[config.mk]
export PLATFORM = sky130hd
export DESIGN_NAME = stt3_mv_lane
export DESIGN_NICKNAME = d
export VERILOG_FILES = /design/src/hw/rtl/stt3_pkg.sv /design/src/hw/rtl/stt3_mv_lane.sv
export SDC_FILE = /design/constraint.sdc
export NUM_CORES = 2
export LEC_CHECK = 0
export BUFFER_PORTS_ARGS = -buffer_cell sky130_fd_sc_hd__buf_2
export CELL_PAD_IN_SITES_DETAIL_PLACEMENT = 1
export CELL_PAD_IN_SITES_GLOBAL_PLACEMENT = 1
export CORE_MARGIN = 2
export CORE_UTILIZATION = 25
export CTS_CLUSTER_SIZE = 14
export DETAILED_ROUTE_END_ITERATION = 8
export PLACE_DENSITY_LB_ADDON = 0.1
export SLEW_MARGIN = 0
export SYNTH_ARGS = -nofsm -noshare
export SYNTH_HDL_FRONTEND = slang
export SYNTH_SLANG_ARGS = --single-unit
[constraint.sdc]
create_clock -name clk_i -period 7.6 [get_ports clk_i]
set_input_delay 1.14 -clock clk_i [delete_from_list [all_inputs] [get_ports clk_i]]
set_output_delay 1.14 -clock clk_i [all_outputs]
set_load 0.1 [all_outputs]
[src/hw/rtl/stt3_pkg.sv]
// Types and constants shared by the 3D step-toward-target datapath.
`timescale 1ns / 1ps
package stt3_pkg;

  localparam int unsigned CFG_W     = 31;
  localparam int unsigned CFG_IDX_W = 1;
  localparam int unsigned MAG_W     = 33;
  localparam int unsigned SQ_W      = 65;
  localparam int unsigned SUM_W     = 66;
  localparam int unsigned DIST_W    = 34;
  localparam int unsigned RATIO_W   = 33;

  localparam logic [CFG_IDX_W-1:0] REG_STEP_LENGTH      = 1'b0;
  localparam logic [CFG_IDX_W-1:0] REG_ARRIVE_THRESHOLD = 1'b1;

  localparam logic [CFG_W-1:0] STEP_LENGTH_RST      = 31'd131072;
  localparam logic [CFG_W-1:0] ARRIVE_THRESHOLD_RST = 31'd13107;

  typedef enum logic [1:0] {
    MODE_REACHED,
    MODE_TARGET,
    MODE_HOLD,
    MODE_MOVE
  } stt3_mode_e;

  typedef struct packed {
    logic [31:0] cur_x;
    logic [31:0] cur_y;
    logic [31:0] cur_z;
    logic [31:0] tgt_x;
    logic [31:0] tgt_y;
    logic [31:0] tgt_z;
  } stt3_in_t;

  typedef struct packed {
    logic [31:0] next_x;
    logic [31:0] next_y;
    logic [31:0] next_z;
    logic        reached;
  } stt3_out_t;

  // Per-item sideband carried alongside the root and divide pipelines
  typedef struct packed {
    logic [2:0][31:0]      cur;
    logic [2:0][31:0]      tgt;
    logic [2:0]            neg;
    logic [2:0][MAG_W-1:0] mag;
    stt3_mode_e            mode;
  } stt3_side_t;

endpackage

[src/hw/rtl/stt3_mv_lane.sv]
// One axis lane: scale the magnitude by the ratio and apply the move.
`timescale 1ns / 1ps
module stt3_mv_lane (
  input  logic                          clk_i,
  input  logic                          en_i,
  input  logic [stt3_pkg::MAG_W-1:0]    mag_i,
  input  logic [stt3_pkg::RATIO_W-1:0]  ratio_i,
  input  logic [31:0]                   cur_i,
  input  logic                          neg_i,
  output logic [31:0]                   next_o
);

  logic [63:0] prod;
  logic [32:0] mv_d, mv_q;

  // Either operand at 2^32 has a zero low word, so the product is the other one
  assign prod = {32'd0, mag_i[31:0]} * {32'd0, ratio_i[31:0]};
  assign mv_d = mag_i[32]   ? ratio_i :
                ratio_i[32] ? mag_i   : {1'b0, prod[63:32]};

  always_ff @(posedge clk_i) begin
    if (en_i) begin
      mv_q <= mv_d;
    end
  end

  assign next_o = neg_i ? (cur_i - mv_q[31:0]) : (cur_i + mv_q[31:0]);

endmodule

==> summary.txt <==
Outcome
  – Status: finished with violations
  – Failing checks: setup timing

Logic synthesis
  – Simple-Gate Fraction of Synth Area: 18.31%
  – Number of synthesized register bits: 32
  – Ys async rst share: 0%
  – Synth Cell Area: roughly 36000 µm²
  – Combinational family with the most area after synthesis: adder cells
  – Synth Area in Adders: 59.41%
  – Post-synth top area cell: fa_1
  – Sequential share of the synthesized area: 2.644%
  – Top cells by area, synth: fa_1 (49%), and2_1 (10%), ha_1 (10%)
  – Post-synthesis mux area share: 0.7884%
  – Synth Area per Inst: ~9 µm²
  – Synth unique cells: 64
  – Syn nets: 5338
  – Mapped Cells: 4049
  – Post-synth EDFFs: 32
  – Synth warn: 0
  – Synth Area in Compound Gates: between 5 and 6%
  – Synth Area in XOR/XNOR: 2.097%
  – Synth top area share: 49.36%
  – Main synth FF type: edfxtp_1

Cells and area
  – Top reg by flops: mv_q
  – Number of fillers in the final layout: 16530
  – Design Area, Final: 45060 µm²
  – P&R area growth vs syn: 23.98%
  – Max FFs per register: 32
  – Final Instance Count excl. Fillers: 6361
  – Layout cell share with drive strength beyond 1: 20.91%
  – Layout Nets: 5745
  – Biggest regs: mv_q x32

Timing
  – Slew margin rel.: 18.52%
  – Setup TNS: -17270 ps
  – Max Slew Vio Count: 0
  – Final worst slack: -763.6 ps
  – # setup viols final: 32
  – Crit path time final: 8364 ps
  – Final period util: 110.0%
  – Fin. Hold Viols: 0
  – Actual slew at the worst max-slew pin: 1222 ps
  – RSZ-0062 raised after global routing: yes
  – Fmax: 119.6 MHz

Clocking
  – Clk sink count: 32
  – Clk pin slew, worst setup/hold paths: 60 ps
  – Clk Tree Root Cell: clkbuf_16
  – Max Buffers Root-to-Sink: 2
  – CTS Hold Bufs: 0
  – CTS buffer count: 5
  – CTS H-tree lvls: 2
  – CTS tree: done

Place
  – Post-Place Setup Slack: -1776 ps
  – RD Place Congestion: 0.8228
  – PortBufs: around 130
  – DP Wirelength: around 120000 µm
  – Placed Cells: between 6000 and 7000
  – Placed cell area: 42450 µm²

Worst setup path
  – Type of the worst setup path: input pin to flop
  – Data required, critical path: 7710 ps
  – CP dominant cell by count: buf_6
  – Critical path's slowest cell: fa_1
  – Crit-path max FO: 5
  – Arrival time worst endpoint: 8470 ps
  – Element type at the critical path end: flop
  – Crit-path max cell delay: 580 ps
  – Critical Path Source Type: input pin

Floorplanning
  – Die Y-Extent: 385.3 µm
  – Core ar.: around 140000 µm²
  – DIE AREA: about 150000 µm²
  – Starting Density: around 25%
  – # IOs: 133
  – Row count: around 140
  – Die Wd: 385.3 µm

Hold path
  – Hold Path Sink: mv_q[15]
  – Startpoint of the worst hold path: ratio_i[15]
  – Hold Path Class: input pin to flop
  – Hold path depth: 2

Drt
  – Routed Wire Length: roughly 150000 µm
  – Vias after detailed routing: 27980
  – Post-DRT Antenna Nets: 0
  – Drt drc: 0
  – Vias per Instance: between 4 and 5
  – Drt first pass iters: 5
  – First DRT Iteration DRCs: ~1100
  – DR WL/cell: 22.85 µm

Global routing
  – Gr ovfl total: 0
  – Largest net degree at the start of global routing: 54
  – Initial antenna violation count: 6
  – Global-route usage over all layers: around a fifth
  – First-pass GRT wire length: ~220000 µm
  – Vias in the first global route: 32370

Job
  – Max-cap violations: 0
## cells in the mapped netlist (all sizes together) (12+ instances only)
library cell and count:
nand3 17, and2 590, nor2 86, clkbuf 217, inv 887, nor3 22
nand2 515, nand2b 12, nand4 21, mux2 21, xor2 19, edfxtp 32
a21oi 105, a31oi 17, ha 292, o21ai 62, xnor2 68, fa 896
a21o 54
## worst max-delay path by stage
stage	start	endpoint	slack (ps)	cells after the start
floorplan	mag_i[8]	mv_q[23]	-210	25
global route	ratio_i[12]	mv_q[22]	-1000	27
detailed placement	mag_i[9]	mv_q[23]	-1780	27
finish	ratio_i[5]	mv_q[29]	-760	29
CTS	ratio_i[26]	mv_q[23]	-770	30
global placement	mag_i[9]	mv_q[23]	-1800	27
## critical path, delay by kind of cell
kind	cells	cell delay, ps
AND/OR/NAND/NOR	2	500
adder cells (fa/ha/maj)	9	4220
AO/OA/AOI/OAI	7	1290
buffers and inverters	11	1270
## cell families after synthesis
| family | count (synthesis) |
|---|---|
| AND/OR/NAND/NOR | 1304 |
| adder cells (fa/ha/maj) | 1188 |
| buffers and inverters | 1107 |
| AO/OA/AOI/OAI | 305 |
| XOR/XNOR | 87 |
| flip-flops | 32 |
| multiplexers | 26 |
## layer usage
layer	track usage, %	part of all wire, %	vias to the layer above
met4	0.9656	0.59	2
li1	-	-	12780
met2	34.09	48	236
met1	29.36	49	14920
met5	0	0.0089	-
met3	0.4515	1.6	38
## cell type report
cell class                 instances  area, µm²  share of cell area (%)
clock buffer                       6      128.9                  0.2860
antenna                            1      2.502                0.005554
tap                             1903       2381                   5.285
sequential                        32      960.9                   2.133
inverter                         887       3329                   7.390
clock inverter                     2      35.03                 0.07776
timing repair buffer             620       5619                   12.47
multi-input combinational       2910      32600                   72.35
## metrics by stage
stage	util [%]	hold slack, ps
final	31.29	1408
after global routing	31.29	1410
after CTS	30.73	1412
after detailed placement	29.48	1798
after global placement	29.48	1805
after floorplan	-	1253
## timing repair
| item | 4_1_cts | 5_1_grt |
|---|---|---|
| endpoints found under the hold margin | 0 | 0 |
| gates resized for setup | 284 | 158 |
| cloned | 10 | 4 |
| endpoints found under the setup margin | 32 | 32 |
| setup buffers | 40 | 14 |
| pin swaps | 111 | 69 |
## placed cells by master (no fill, tap or decap), drive strengths merged, types with 7 or more instances in the layout
cell type,instances
nor2,86
xor2,19
and3,10
o21ai,62
fa,896
and2,590
nand2,515
buf,611
a21o,54
a21oi,105
edfxtp,32
nand2b,12
o21a,7
nand4,21
mux2,21
a31oi,17
nand3,17
inv,887
nor3,22
clkbuf,14
o21bai,11
xnor2,68
ha,292
Power is not shown: default switching activity piles up to over one toggle a cycle in this logic, so the estimate is an artifact.
