## config.mk

```make
export PLATFORM = sky130hd
export DESIGN_NAME = stt3_sq_lane
export DESIGN_NICKNAME = d
export VERILOG_FILES = /design/src/hw/rtl/stt3_pkg.sv /design/src/hw/rtl/stt3_sq_lane.sv
export SDC_FILE = /design/constraint.sdc
export NUM_CORES = 2
export LEC_CHECK = 0
export ABC_AREA = 1
export BUFFER_PORTS_ARGS = -buffer_cell sky130_fd_sc_hd__buf_2
export CORE_MARGIN = 2
export CORE_UTILIZATION = 62
export CTS_CLUSTER_SIZE = 25
export DETAILED_ROUTE_END_ITERATION = 8
export MAX_ROUTING_LAYER = met4
export PLACE_DENSITY_LB_ADDON = 0.08
export SLEW_MARGIN = 5
export SYNTH_ARGS = -nofsm -noshare
export SYNTH_HDL_FRONTEND = slang
export SYNTH_SLANG_ARGS = --single-unit
```

## constraint.sdc

```tcl
create_clock -name clk_i -period 8.7 [get_ports clk_i]
set_input_delay 1.305 -clock clk_i [delete_from_list [all_inputs] [get_ports clk_i]]
set_output_delay 1.305 -clock clk_i [all_outputs]
set_load 0.005 [all_outputs]
```

## src/hw/rtl/stt3_pkg.sv

```systemverilog
// Types and constants shared by the 3D step-toward-target datapath.
`timescale 1ns / 1ps
package stt3_pkg;

  localparam int unsigned CFG_W     = 31;
  localparam int unsigned CFG_IDX_W = 1;
  localparam int unsigned MAG_W     = 33;
  localparam int unsigned SQ_W      = 65;
  localparam int unsigned SUM_W     = 66;
  localparam int unsigned DIST_W    = 34;
  localparam int unsigned RATIO_W   = 33;

  localparam logic [CFG_IDX_W-1:0] REG_STEP_LENGTH      = 1'b0;
  localparam logic [CFG_IDX_W-1:0] REG_ARRIVE_THRESHOLD = 1'b1;

  localparam logic [CFG_W-1:0] STEP_LENGTH_RST      = 31'd131072;
  localparam logic [CFG_W-1:0] ARRIVE_THRESHOLD_RST = 31'd13107;

  typedef enum logic [1:0] {
    MODE_REACHED,
    MODE_TARGET,
    MODE_HOLD,
    MODE_MOVE
  } stt3_mode_e;

  typedef struct packed {
    logic [31:0] cur_x;
    logic [31:0] cur_y;
    logic [31:0] cur_z;
    logic [31:0] tgt_x;
    logic [31:0] tgt_y;
    logic [31:0] tgt_z;
  } stt3_in_t;

  typedef struct packed {
    logic [31:0] next_x;
    logic [31:0] next_y;
    logic [31:0] next_z;
    logic        reached;
  } stt3_out_t;

  // Per-item sideband carried alongside the root and divide pipelines
  typedef struct packed {
    logic [2:0][31:0]      cur;
    logic [2:0][31:0]      tgt;
    logic [2:0]            neg;
    logic [2:0][MAG_W-1:0] mag;
    stt3_mode_e            mode;
  } stt3_side_t;

endpackage

```

## src/hw/rtl/stt3_sq_lane.sv

```systemverilog
// One axis lane: difference, magnitude and square of the magnitude.
`timescale 1ns / 1ps
module stt3_sq_lane (
  input  logic                        clk_i,
  input  logic                        en_i,
  input  logic [31:0]                 cur_i,
  input  logic [31:0]                 tgt_i,
  output logic                        neg_o,
  output logic [stt3_pkg::MAG_W-1:0]  mag_o,
  output logic [stt3_pkg::SQ_W-1:0]   sq_o
);

  logic [32:0]                 diff;
  logic [stt3_pkg::MAG_W-1:0]  mag_a_d, mag_a_q, mag_b_q;
  logic                        neg_a_q, neg_b_q;
  logic [stt3_pkg::SQ_W-1:0]   sq_d, sq_q;
  logic [63:0]                 prod;

  assign diff    = {tgt_i[31], tgt_i} - {cur_i[31], cur_i};
  assign mag_a_d = diff[32] ? (33'd0 - diff) : diff;

  // A magnitude of exactly 2^32 has a zero low word, so its square is 2^64
  assign prod = {32'd0, mag_a_q[31:0]} * {32'd0, mag_a_q[31:0]};
  assign sq_d = mag_a_q[32] ? {1'b1, 64'd0} : {1'b0, prod};

  always_ff @(posedge clk_i) begin
    if (en_i) begin
      neg_a_q <= diff[32];
      mag_a_q <= mag_a_d;
      neg_b_q <= neg_a_q;
      mag_b_q <= mag_a_q;
      sq_q    <= sq_d;
    end
  end

  assign neg_o = neg_b_q;
  assign mag_o = mag_b_q;
  assign sq_o  = sq_q;

endmodule

```

==> results list <==
* Largest net degree at the start of global routing: 73
- After global routing the overflow that remains totals 0.
- Number of CTS-inserted buffers: 17
- Summing every instance area after synthesis gives 38200 um2.
* Worst-Margin Slew: 1.12 ns
- Startpoint kind of the worst setup timing path: register
- Number of nets in the final layout: 6006
- Fmax: 0.123 GHz
* Half-perimeter wire length after detailed placement: 87700 um
* Post-CTS sizing: 0
* Synthesis-to-finish area growth: 6.54%
- On the final layout, the worst hold slack is 0.444 ns.
- Summed over all layers, the routed wires come to between 100000 and 150000 um.
- Die outline height: 252 um
* Initial cell density of the core: 63.0%
* Area of all placed cells without fillers: 40700 um2
- Synthesized instance count: 4679
- Using the TritonRoute via totals, the vias-per-cell ratio works out to between 5 and 6.
- Number of antenna violations at the first check in global routing: 2
* First-pass iteration count of the detailed router: 6
- The number of antenna diodes in the final layout is 0.
- roughly 170 I/O pins were placed.
- In this run the standard cell core region covers between 60000 and 70000 um2.
* Final cell count without fillers: 5613
- The commonest cells after synthesis are inv_1 (1488), nand2_1 (991), fa_1 (791).
* Chain of cells forming the critical path: buf_4 -> nand2_1 -> inv_1 -> fa_1 -> fa_1 -> inv_1 -> fa_1 -> fa_1 -> inv_1 -> fa_1 -> fa_1 -> fa_1 -> fa_1 -> ha_1 -> nand2_1 -> nor2_1 -> nand4_1 -> o21ai_0 -> a21boi_0 -> o21ai_0 -> nand2_1 -> nand2_1 -> nor2_1
* Post-DP Area: 40100 um2
- After detailed routing, the average wire length per cell comes to around 18 um.
- Die Width: 252 um
- Slew margin rel.: between 20% and 30%
* Via count: 29500
- Fill cells in the final layout number 5248.
- Counting stages on the worst path, the most repeated cell is fa_1.
* Flop2flop setup slack: about 0.55 ns
- Syn Nets: 5866
- In this run the post-CTS setup repair buffer count came out at 0.
* Source-to-sink clock delay at the later pin of the worst-skew pair: 0.50 ns
- Registers take 3930 um2.
- Slowest Stage Delay on Critical Path: 0.94 ns
* DR DRC count: 0
* Final Cycle Share: a little over nine tenths
- Number of buffers and inverters on the critical path: 4
- Leading cell type by number of instances after synthesis: inv_1
* Seq cells post-synth: 131
* Number of different library cells in the post-synthesis netlist: 47
- Max-cap violation count: 0
- The synthesized design contains between 100 and 150 enable-type register cells.
- The flow ran to the end, and the final reports show no timing, DRC or antenna violations.
* Quantity of hold-fixing buffers added after cts: 0
* Post-route antenna net violation count: 0
* Final number of max-transition violations: 0
- Via count of the first global-routing pass: between 30000 and 40000
- The H-tree generated during clock tree synthesis spans 4 levels.
- Primary flip-flop cell chosen by synthesis mapping: edfxtp_1
- The synthesized design devotes to its leading area cell type around two fifths of total area.
- Average instance area after synthesis: about 8.2 um2
- Post-route clock skew: between 0.02 and 0.03 ns
- Share of layout cells above drive strength 1: 6.83%
* Placer congestion estimate: 0.994
* Critical path start-end classification: reg2reg
* Post-Place Cells: 5582
* Hold crit path type: reg2reg
- Row generation in the floorplan step produced 90 rows.
- Global-route wire length before repair: 166000 um
- Largest area contributor in the netlist: fa_1
* Data arrival time of the worst path: between 8 and 9 ns
- For this design, the slowest cell found on the critical path is edfxtp_1.
- Among cell families on the critical path, the largest total delay comes from adder cells.
- The final number of hold-violating endpoints came to 0.
- Seq/Total Area, Yosys: 10.3%
- The die covers approximately 64000 um2.
- Area of the multi-input gates: 28200 um2
- Ranked by total cell area, the synthesized netlist is headed by fa_1 (41%), inv_1 (15%), ha_1 (11%).
- Combined global-route utilization of all metal layers: 35.6%
- The routed design could run at a clock period as short as 8.15 ns.
- Endpoint kind of the worst setup timing path: register
- After the first detailed-routing iteration, the DRC count stood at 1958.
- Fraction of registers with async set or reset after synthesis: 0%
- TritonCTS built the clock tree.
- In this run the tool buffered the top-level ports with 163 buffer cells.
* Required time of the critical path: 8.95 ns
- Final count of negative-setup-slack endpoints: 0
- Clock tree root driver cell: clkbuf_16
- Maximum clock path buffer count: 2
- Setup total negative slack on the finished layout was measured at 0 ns.
* Largest driver fanout on the critical path: 18
- Clock-pin transition on the worst setup and hold timing paths: 0.08 ns
- Setup repair after global routing left no endpoint under its margin.
- Yosys printed 0 warnings.
* TritonCTS Sinks: 131
-- layout make-up --
type | instances | share of cell area, %
Clock buffer | 18 | 1.05
Inverter | 1493 | 13.8
Sequential cell | 131 | 9.67
Tap cell | 782 | 2.40
Timing Repair Buffer | 236 | 3.43
Clock inverter | 13 | 0.369
Multi-Input combinational cell | 2940 | 69.3
-- worst reg2reg max path, cell delays in order (launching register included) --
cell and delay (ns):
edfxtp_1 0.94, buf_4 0.44, nand2_1 0.08, inv_1 0.15
fa_1 0.43, fa_1 0.55, inv_1 0.06, fa_1 0.54
fa_1 0.52, inv_1 0.05, fa_1 0.60, fa_1 0.45
fa_1 0.51, fa_1 0.43, ha_1 0.37, nand2_1 0.11
nor2_1 0.21, nand4_1 0.10, o21ai_0 0.59, a21boi_0 0.31
o21ai_0 0.28, nand2_1 0.07, nand2_1 0.06, nor2_1 0.04
-- registers in the layout, indices dropped and copies added (netlist names) --
signal / flops
neg_o: 1
mag_a_q: 33
neg_a_q: 1
sq_o: 63
mag_o: 33
-- through the flow --
stage / worst slack (ns) / utilization (%)
2_1_floorplan: 1.50 / -
3_3_place_gp: 0.721 / 66.2
3_5_place_dp: 0.669 / 66.2
4_1_cts: 0.636 / 67.2
5_1_grt: 0.203 / 67.2
6_report: 0.548 / 67.2
-- cells in the final DEF (no fill, tap or decap), types with 3 or more instances in the layout --
master / netlist / layout
a21boi_0: 7 / 7
a21o_1: 16 / 16
a21oi_1: 151 / 151
a31o_2: 7 / 7
a31oi_1: 17 / 17
buf_2: 1 / 162
buf_4: 2 / 71
clkbuf_16: 0 / 17
clkinv_1: 2 / 3
clkinv_4: 0 / 4
edfxtp_1: 131 / 131
fa_1: 791 / 791
ha_1: 330 / 330
inv_1: 1488 / 1488
inv_6: 0 / 4
nand2_1: 991 / 991
nand2_2: 21 / 21
nand3_1: 87 / 87
nand3_2: 5 / 5
nand3b_1: 6 / 6
nand4_1: 15 / 15
nor2_1: 238 / 238
nor2_2: 12 / 12
nor2_4: 4 / 4
nor3_1: 14 / 14
nor4_1: 7 / 7
o21a_1: 7 / 7
o21ai_0: 92 / 92
o21bai_1: 33 / 33
or2_2: 4 / 4
xnor2_1: 19 / 19
xor2_1: 46 / 46
-- layer usage --
metal	up-vias	GRT usage, %	share of wire [%]
met4	0	14.6	4.6
met5	-	-	0
li1	13800	-	-
met2	1146	55.5	46
met1	14300	45.1	40
met3	230	8.24	9.2
-- kinds of logic (layout without fill, tap and decap cells) --
logic type	after synthesis	in the layout	synth area share (%)
buffers and inverters	1608	1760	15.9
and+or+nand+nor	1411	1411	14.9
adders and majority gates	1121	1121	52.3
AOI/OAI and AO/OA	340	340	5.06
DFF	131	131	10.3
xor gates and xnor gates	67	67	1.58
other	1	1	0.00982
-- final timing paths --
path,cells past startpoint,end,from
min,0,neg_o,neg_a_q
max,23,sq_o[51],mag_a_q[10]
max reg2reg,23,sq_o[51],mag_a_q[10]
min reg2reg,0,neg_o,neg_a_q
Power is not shown: default switching activity piles up to over one toggle a cycle in this logic, so the estimate is an artifact.
